<file path="src/rtl/rau_pkg.sv">
`default_nettype none
package rau_pkg;
	localparam int unsigned DataW = 32;
	localparam int unsigned CntW = 5;

	typedef enum logic [1:0] {
		OP_ADD = 2'd0,
		OP_SUB = 2'd1,
		OP_MUL = 2'd2,
		OP_DIV = 2'd3
	} op_t;

	typedef enum logic [1:0] {
		ST_OK       = 2'd0,
		ST_DIV_ZERO = 2'd1,
		ST_DEN_ZERO = 2'd2,
		ST_RSVD     = 2'd3
	} stat_t;

	// divider handshake
	typedef struct packed {
		logic start;
	} div_req_t;

	typedef struct packed {
		logic busy;
		logic done;
	} div_rsp_t;
endpackage
`default_nettype wire

</file>
<file path="src/rtl/rau_div.sv">
`default_nettype none
// Signed truncating divider, one quotient bit per cycle.
module rau_div
	import rau_pkg::*;
(
	input  wire                     clk,
	input  wire                     arst_n,
	input  wire  div_req_t          req,
	input  wire  logic [DataW-1:0]  dividend,
	input  wire  logic [DataW-1:0]  divisor,
	output div_rsp_t                rsp,
	output logic [DataW-1:0]        quo,
	output logic [DataW-1:0]        rem
);
	logic [DataW-1:0] q_q, r_q, d_q;
	logic             nq_q, nr_q, busy_q, done_q;
	logic [CntW-1:0]  cnt_q;
	logic [DataW:0]   trial;
	logic [DataW-1:0] rsh;

	assign rsh   = {r_q[DataW-2:0], q_q[DataW-1]};
	assign trial = {1'b0, rsh} - {1'b0, d_q};

	always_ff @(posedge clk or negedge arst_n) begin
		if (!arst_n) begin
			busy_q <= 1'b0;
			done_q <= 1'b0;
			cnt_q  <= '0;
		end else begin
			done_q <= 1'b0;
			if (req.start) begin
				busy_q <= 1'b1;
				cnt_q  <= '0;
			end else if (busy_q) begin
				cnt_q <= cnt_q + 1'b1;
				if (cnt_q == CntW'(DataW - 1)) begin
					busy_q <= 1'b0;
					done_q <= 1'b1;
				end
			end
		end
	end

	always_ff @(posedge clk) begin
		if (req.start) begin
			q_q  <= dividend[DataW-1] ? (~dividend + 1'b1) : dividend;
			d_q  <= divisor[DataW-1] ? (~divisor + 1'b1) : divisor;
			r_q  <= '0;
			nq_q <= dividend[DataW-1] ^ divisor[DataW-1];
			nr_q <= dividend[DataW-1];
		end else if (busy_q) begin
			// remainder wider than a bit fits: magnitudes are at most 2^31
			if (!trial[DataW]) begin
				r_q <= trial[DataW-1:0];
				q_q <= {q_q[DataW-2:0], 1'b1};
			end else begin
				r_q <= rsh;
				q_q <= {q_q[DataW-2:0], 1'b0};
			end
		end
	end

	assign rsp.busy = busy_q;
	assign rsp.done = done_q;
	assign quo = nq_q ? (~q_q + 1'b1) : q_q;
	assign rem = nr_q ? (~r_q + 1'b1) : r_q;

`ifndef SYNTHESIS
	a_done_after_busy: assert property (@(posedge clk) disable iff (!arst_n)
		rsp.done |-> $past(busy_q)) else $error("done without busy");
	a_no_start_busy: assert property (@(posedge clk) disable iff (!arst_n)
		busy_q && !req.start |=> busy_q || done_q) else $error("lost op");
	a_cnt_idle: assert property (@(posedge clk) disable iff (!arst_n)
		req.start |=> cnt_q == '0) else $error("count not cleared");
`endif
endmodule
`default_nettype wire

</file>
<file path="src/rtl/rational_arith_unit_top.sv">
`default_nettype none
// Rational arithmetic unit: adds, subtracts, multiplies or divides two
// signed 32-bit fractions and reduces the result by Euclid's algorithm.
// Input beat (s_axis): tdata = {b_den, b_num, a_den, a_num}, tuser = action.
// Output beat (m_axis): tdata = {res_den, res_num}, tuser = status.
// One item at a time: s_axis_tready is high whenever the sequencer is idle.
// The output register holds the previous result while the next item runs.
// Cross products use one 32x32 multiplier, one product per cycle (S_MUL0-2).
// Reduction runs Euclid steps on a shared radix-2 divider; a 32-bit pair
// needs up to about 46 steps, then two more divisions for the final
// quotients. Error items skip the divider. The sequencer returns to idle
// as a result loads into the output register.
// Reset clears the sequencer and the output valid; an item in flight and
// an unaccepted output beat are dropped.
// A stalled output holds its beat; a finished item waits for the register.
module rational_arith_unit_top
	import rau_pkg::*;
(
	input  wire          clk,
	input  wire          arst_n,
	input  wire          s_axis_tvalid,
	output logic         s_axis_tready,
	input  wire  [127:0] s_axis_tdata,  // a_num, a_den, b_num, b_den
	input  wire  [1:0]   s_axis_tuser,  // action
	output logic         m_axis_tvalid,
	input  wire          m_axis_tready,
	output logic [63:0]  m_axis_tdata,  // res_num, res_den
	output logic [1:0]   m_axis_tuser   // status
);
	typedef enum logic [8:0] {
		S_IDLE = 9'b000000001,
		S_MUL0 = 9'b000000010,
		S_MUL1 = 9'b000000100,
		S_MUL2 = 9'b000001000,
		S_CHK  = 9'b000010000,
		S_EUC  = 9'b000100000,
		S_QN   = 9'b001000000,
		S_QD   = 9'b010000000,
		S_OUT  = 9'b100000000
	} state_t;

	state_t           state_q;
	op_t              op_q;
	logic [DataW-1:0] an_q, ad_q, bn_q, bd_q;
	logic [DataW-1:0] p_q, n_q, d_q, x_q, y_q, rn_q, rd_q;
	stat_t            st_q;
	logic [DataW-1:0] ma, mb, prod;
	logic             wait_q;
	logic             out_v_q;
	logic [DataW-1:0] on_q, od_q;
	stat_t            os_q;
	div_req_t         dreq;
	div_rsp_t         drsp;
	logic [DataW-1:0] dnd, dsr, quo, rem;

	assign s_axis_tready = (state_q == S_IDLE);

	// multiplier operand select, one product per step
	always_comb begin
		ma = an_q;
		mb = bd_q;
		unique case (state_q)
			S_MUL0: begin
				ma = an_q;
				mb = (op_q == OP_MUL) ? bn_q : bd_q;
			end
			S_MUL1: begin
				ma = bn_q;
				mb = ad_q;
			end
			S_MUL2: begin
				ma = ad_q;
				mb = (op_q == OP_DIV) ? bn_q : bd_q;
			end
			default: begin
				ma = an_q;
				mb = bd_q;
			end
		endcase
	end
	assign prod = DataW'(ma * mb);

	always_comb begin
		dreq.start = 1'b0;
		dnd = x_q;
		dsr = y_q;
		unique case (state_q)
			S_QN: begin
				dnd = n_q;
				dsr = x_q;
			end
			S_QD: begin
				dnd = d_q;
				dsr = x_q;
			end
			default: begin
				dnd = x_q;
				dsr = y_q;
			end
		endcase
		if ((state_q == S_EUC || state_q == S_QN || state_q == S_QD) && !wait_q)
			dreq.start = !(state_q == S_EUC && y_q == '0);
	end

	rau_div u_div (
		.clk      (clk),
		.arst_n   (arst_n),
		.req      (dreq),
		.dividend (dnd),
		.divisor  (dsr),
		.rsp      (drsp),
		.quo      (quo),
		.rem      (rem)
	);

	always_ff @(posedge clk or negedge arst_n) begin
		if (!arst_n) begin
			state_q <= S_IDLE;
			out_v_q <= 1'b0;
			wait_q  <= 1'b0;
		end else begin
			if (m_axis_tvalid && m_axis_tready)
				out_v_q <= 1'b0;
			unique case (state_q)
				S_IDLE: if (s_axis_tvalid && s_axis_tready) begin
					state_q <= S_MUL0;
				end
				S_MUL0: state_q <= S_MUL1;
				S_MUL1: state_q <= S_MUL2;
				S_MUL2: state_q <= S_CHK;
				S_CHK: begin
					wait_q <= 1'b0;
					if (ad_q == '0 || bd_q == '0 || (op_q == OP_DIV && bn_q == '0) ||
						d_q == '0)
						state_q <= S_OUT;
					else
						state_q <= S_EUC;
				end
				S_EUC: begin
					if (!wait_q) begin
						if (y_q == '0) state_q <= S_QN;
						else wait_q <= 1'b1;
					end else if (drsp.done) begin
						wait_q <= 1'b0;
					end
				end
				S_QN: begin
					if (!wait_q) wait_q <= 1'b1;
					else if (drsp.done) begin
						wait_q  <= 1'b0;
						state_q <= S_QD;
					end
				end
				S_QD: begin
					if (!wait_q) wait_q <= 1'b1;
					else if (drsp.done) begin
						wait_q  <= 1'b0;
						state_q <= S_OUT;
					end
				end
				S_OUT: if (!out_v_q) begin
					out_v_q <= 1'b1;
					state_q <= S_IDLE;
				end
				default: state_q <= S_IDLE;
			endcase
		end
	end

	always_ff @(posedge clk) begin
		unique case (state_q)
			S_IDLE: begin
				op_q <= op_t'(s_axis_tuser);
				an_q <= s_axis_tdata[31:0];
				ad_q <= s_axis_tdata[63:32];
				bn_q <= s_axis_tdata[95:64];
				bd_q <= s_axis_tdata[127:96];
			end
			S_MUL0: p_q <= prod;
			S_MUL1: begin
				unique case (op_q)
					OP_ADD:  n_q <= p_q + prod;
					OP_SUB:  n_q <= p_q - prod;
					default: n_q <= p_q;
				endcase
			end
			S_MUL2: d_q <= prod;
			S_CHK: begin
				x_q <= n_q;
				y_q <= d_q;
				// given zero denominator wins over divide by zero, then wrap to zero
				priority if (ad_q == '0 || bd_q == '0)
					st_q <= ST_DEN_ZERO;
				else if (op_q == OP_DIV && bn_q == '0)
					st_q <= ST_DIV_ZERO;
				else if (d_q == '0)
					st_q <= ST_DEN_ZERO;
				else
					st_q <= ST_OK;
			end
			S_EUC: if (wait_q && drsp.done) begin
				x_q <= y_q;
				y_q <= rem;
			end
			S_QN: if (wait_q && drsp.done) rn_q <= quo;
			S_QD: if (wait_q && drsp.done) rd_q <= quo;
			S_OUT: if (!out_v_q) begin
				on_q <= (st_q == ST_OK) ? rn_q : '0;
				od_q <= (st_q == ST_OK) ? rd_q : DataW'(1);
				os_q <= st_q;
			end
			default: ;
		endcase
	end

	assign m_axis_tvalid = out_v_q;
	assign m_axis_tdata  = {od_q, on_q};
	assign m_axis_tuser  = os_q;

`ifndef SYNTHESIS
	a_out_hold: assert property (@(posedge clk) disable iff (!arst_n)
		m_axis_tvalid && !m_axis_tready |=> m_axis_tvalid && $stable(m_axis_tdata) &&
		$stable(m_axis_tuser)) else $error("output beat changed while stalled");
	a_ok_den_nz: assert property (@(posedge clk) disable iff (!arst_n)
		m_axis_tvalid && m_axis_tuser == ST_OK |-> m_axis_tdata[63:32] != '0)
		else $error("zero denominator on ok");
	a_err_shape: assert property (@(posedge clk) disable iff (!arst_n)
		m_axis_tvalid && m_axis_tuser != ST_OK |-> m_axis_tdata[31:0] == '0)
		else $error("error result not zero");
	a_div_only_busy: assert property (@(posedge clk) disable iff (!arst_n)
		dreq.start |-> !drsp.busy) else $error("divider restarted");
`endif
endmodule
`default_nettype wire
</file>
<file path="config.mk">
export PLATFORM = sky130hd
export DESIGN_NAME = rational_arith_unit_top
export DESIGN_NICKNAME = d
export VERILOG_FILES = /design/src/rtl/rau_pkg.sv /design/src/rtl/rau_div.sv /design/src/rtl/rational_arith_unit_top.sv
export SDC_FILE = /design/constraint.sdc
export NUM_CORES = 2
export LEC_CHECK = 0
export BUFFER_PORTS_ARGS = -buffer_cell sky130_fd_sc_hd__clkbuf_2
export CORE_ASPECT_RATIO = 1.5
export CORE_MARGIN = 2
export CORE_UTILIZATION = 34
export CTS_CLUSTER_SIZE = 14
export DETAILED_ROUTE_END_ITERATION = 10
export GPL_TIMING_DRIVEN = 1
export PLACE_DENSITY = 0.61
export SYNTH_ARGS = -nofsm -noshare
export SYNTH_HDL_FRONTEND = slang
export SYNTH_SLANG_ARGS = --single-unit
</file>
<file path="constraint.sdc">
create_clock -name clk -period 11 [get_ports clk]
set_input_delay 0 -clock clk [delete_from_list [all_inputs] [get_ports clk]]
set_output_delay 0 -clock clk [all_outputs]
set_load 0.03 [all_outputs]
</file>
==> impl_summary.md <==
Setup path
The kind of critical path is flop to flop. The nature of the critical path endpoint is a flop. The type of origin of the critical path is a flop.

The setup check on the worst reg-to-reg path leaves a slack of 0.46 ns. The delay of the slowest cell on the worst path is 0.59 ns. The cell at the slowest stage of the critical path is sky130_fd_sc_hd__fa_1. The most used cell along the critical path is sky130_fd_sc_hd__fa_1. In this design, the largest share of critical-path delay is due to adder cells. The worst path arrival time is 10.93 ns. Along the worst path, the maximum fanout reaches 23. The required time at the endpoint of the critical path is 11.39 ns.

Counting both buffers and inverters, the worst setup path holds a total of 11.

Logic synthesis
The number of nets in the synthesized netlist is 5012. The largest area contributor in the synthesized netlist is sky130_fd_sc_hd__edfxtp_1. In this run the cell area of the synthesized design comes to 0.0432 mm². The leading cell type by number of instances after synthesis is sky130_fd_sc_hd__inv_1. Yosys attributes the largest share of cell area to sky130_fd_sc_hd__edfxtp_1 34%, sky130_fd_sc_hd__fa_1 19%, sky130_fd_sc_hd__ha_1 5.6%. The post-synthesis cell type count is 91. Ranked by instance count, the synthesized netlist is headed by 535 x sky130_fd_sc_hd__inv_1, 521 x sky130_fd_sc_hd__nand2_1, 488 x sky130_fd_sc_hd__edfxtp_1, 410 x sky130_fd_sc_hd__fa_1, 396 x sky130_fd_sc_hd__nor2_1.

The dominant synthesized flop cell is sky130_fd_sc_hd__edfxtp_1. Of all flip-flops after synthesis, the portion carrying an async set or reset was 3.35%. The number of warnings reported in the yosys synthesis log is 0. The gate count of the mapped netlist is 4275. The share of the synthesized area in the top cell type is 33.9%. The number of enable flip-flop cells after synthesis is 488. The sequential-to-total area share from yosys stat is 36.4%. The synthesis-stage register bit count is 538. Dividing the synthesized area by the synthesized cell count gives 10.1 µm².

Clock tree
Clock-pin slew was measured on the worst setup and hold paths at 0.07 ns. The later pin in the worst-skew pair is clocked with a latency of 0.64 ns. The maximum level of the CTS H-tree is 2. The clock net in this run drives a total of 538 sinks.

The largest buffer count on any clock path is 3. The cell sitting at the root of the clock tree is a sky130_fd_sc_hd__clkbuf_16. The number of clock buffers added by TritonCTS is 54.

The CTS tree is yes.

Layout
The total of fill cells in the finished design is 12400. The final net count is 5404. From synthesis to final layout, the design area changed by 17.2%. The fraction of layout instances using a drive strength above 1 is 12.9%.

The number of non-filler instances in the completed layout is 6413.

Floorplan
Once the floorplan was initialized, standard cells occupied 34.2% of the core. Measured along the x axis, the die boundary spans 295 µm. The floorplan step defined a core boundary enclosing 0.127 mm².

The die covers 0.130 mm². The die outline height is 441 µm. For this design the top-level I/O count stands at 202. The number of standard-cell rows in the floorplan is 160.

Placement
Counting tap cells, the placed design contains a total of 6166 instances. Prior to clock tree synthesis, the placed netlist has a worst setup slack of -0.174 ns. At the end of routability-driven placement, the weighted congestion stood at 0.991.

The number of buffers inserted by port buffering is 201. Detailed placement finished with a half-perimeter wire length of 112000 µm.

Global route
The number of global-route vias before repair is 34800. The leftover overflow at the end of global routing is 0. Entering global routing, the biggest net connects 97 pins. The number of antenna violations at the first check in global routing came to 1. The aggregate global-route resource usage is 21.5%. The wire length of the first global-routing pass is 210000 µm.

Route
After detailed routing, the number of remaining DRC violations is 0. In this run the remaining antenna-violating nets after routing total 0. The per-cell routed wire length is 21.6 µm.

Summing over every cut layer, the via total after detailed routing is 32700. The detailed router finished its first iteration with 2492 violations. The via-per-instance ratio is 5.10. For this block, the routed nets add up to 138000 µm of wire. The first detailed-routing pass ran for 6 iterations.

Worst hold path
The worst hold path belongs to the class input port to flop.

Run
The tool flagged a number of max-cap violations equal to 0.

Outcome
The flow ran to the end, and the final reports show no timing, DRC or antenna violations.

Timing
The share of the cycle needed by the critical path after routing is 95.9%. At the pin with the least slew margin, the transition time is 1.31 ns. The clock arrives with 0.0352 ns of skew. The hold violation count in the final report is 0. The setup violation total in the final timing report is 0. The tightest slew margin relative to the limit is 12.7%.

Across all setup checks in the final design, the least slack found is 0.456 ns. The max-slew violation count was 0. Derived from the worst setup path, the maximum achievable clock frequency is 94.8 MHz. The minimum period implied by the final worst setup slack is 10.54 ns.
[worst min-delay path: stages]
cell and delay (ns):
sky130_fd_sc_hd__dlygate4sd3_1 0.52, sky130_fd_sc_hd__clkbuf_2 0.09, sky130_fd_sc_hd__mux2i_1 0.05
[cells in the final DEF (no fill, tap or decap), types with 19 or more instances in the layout]
cell type / n
sky130_fd_sc_hd__and2_1: 85
sky130_fd_sc_hd__nand3_1: 40
sky130_fd_sc_hd__nand4_1: 33
sky130_fd_sc_hd__edfxtp_1: 488
sky130_fd_sc_hd__o31ai_1: 24
sky130_fd_sc_hd__o21bai_1: 19
sky130_fd_sc_hd__nor3_1: 54
sky130_fd_sc_hd__clkbuf_16: 56
sky130_fd_sc_hd__mux2i_1: 50
sky130_fd_sc_hd__dlygate4sd3_1: 134
sky130_fd_sc_hd__nor2_1: 394
sky130_fd_sc_hd__nor4_1: 45
sky130_fd_sc_hd__inv_1: 533
sky130_fd_sc_hd__a31oi_1: 25
sky130_fd_sc_hd__a21o_1: 33
sky130_fd_sc_hd__dfxtp_1: 32
sky130_fd_sc_hd__fa_1: 410
sky130_fd_sc_hd__o21ai_0: 216
sky130_fd_sc_hd__xor2_1: 106
sky130_fd_sc_hd__xnor2_1: 164
sky130_fd_sc_hd__nand2_1: 519
sky130_fd_sc_hd__a22o_1: 22
sky130_fd_sc_hd__or2_2: 69
sky130_fd_sc_hd__ha_1: 193
sky130_fd_sc_hd__buf_4: 160
sky130_fd_sc_hd__a21oi_1: 132
sky130_fd_sc_hd__a222oi_1: 28
sky130_fd_sc_hd__and3_1: 32
sky130_fd_sc_hd__clkbuf_2: 201
sky130_fd_sc_hd__nand2b_1: 48
[area by class of cell]
type | instances | area, µm² | area share [%]
diodes | 1 | 2.50 | 0.00494
clock buffers | 69 | 1450 | 2.86
clock inverters | 31 | 417 | 0.823
inverters | 539 | 2030 | 4.01
multi-input cells | 3021 | 25000 | 49.4
flip-flops and latches | 538 | 15700 | 31.1
well taps | 1701 | 2130 | 4.20
repair buffers | 513 | 3880 | 7.66
[what timing repair did]
| item | CTS | global route |
|---|---|---|
| pin swaps | 0 | 5 |
| hold buffers | 135 | 0 |
| buffers inserted | 0 | 8 |
| cloned | 0 | 3 |
| endpoints found under the setup margin | 1 | 10 |
| gates resized for setup | 1 | 43 |
| endpoints found under the hold margin | 151 | 0 |
[per-stage QoR]
| stage | hold slack, ns | utilization (%) | instance area, µm² | TNS (ns) |
|---|---|---|---|---|
| 2_1_floorplan | -0.296 | - | 43200 | 0 |
| 3_3_place_gp | 0.0433 | 37.2 | 47100 | -0.0900 |
| 3_5_place_dp | 0.0515 | 37.2 | 47100 | -0.174 |
| 4_1_cts | 0.0318 | 39.8 | 50300 | 0 |
| 5_1_grt | 0.0593 | 40.0 | 50700 | -0.0270 |
| 6_report | 0.0667 | 40.0 | 50700 | 0 |
[registers in the layout (all words and copies together) (netlist names), 2 cells and up]
signal	count
y_q	32
od_q	32
ad_q	32
u_div.r_q	32
state_q	9
rn_q	32
d_q	32
m_axis_tuser	2
u_div.q_q	32
u_div.cnt_q	5
rd_q	32
on_q	32
u_div.d_q	32
bn_q	32
an_q	32
bd_q	32
n_q	32
x_q	32
p_q	32
op_q	2
st_q	2
[cells by family (layout without fill, tap and decap cells)]
group,after synthesis,in the layout,share of synthesized area (%)
multiplexers,51,51,1.18
AO/OA/AOI/OAI,669,669,10.3
XOR/XNOR,280,280,5.92
other,0,1,0
adder cells (fa/ha/maj),603,603,24.6
AND/OR/NAND/NOR,1418,1418,15.2
buffers and inverters,716,1152,6.39
flip-flops,538,538,36.4
[final timing paths]
kind                               start             to  cells after the start
setup / recovery              state_q[4]        n_q[31]                     40
hold / removal             m_axis_tready  m_axis_tvalid                      3
setup reg to reg              state_q[4]        n_q[31]                     40
hold reg to reg                  rd_q[9]        od_q[9]                      1
max in group asynchronous         arst_n     state_q[7]                      4
min in group asynchronous         arst_n  m_axis_tvalid                      4
[layer usage]
layer | up-vias | GRT usage (%) | part of all wire (%)
met2 | 1057 | 39.4 | 51
met3 | 394 | 2.19 | 3.9
li1 | 15200 | - | -
met4 | 0 | 16.7 | 9.4
met1 | 16100 | 22.3 | 36
met5 | - | 0 | 0
Power is left out: the tool's default activity adds up to more than one toggle a clock period on the data nets, which glitch-free logic cannot reach.
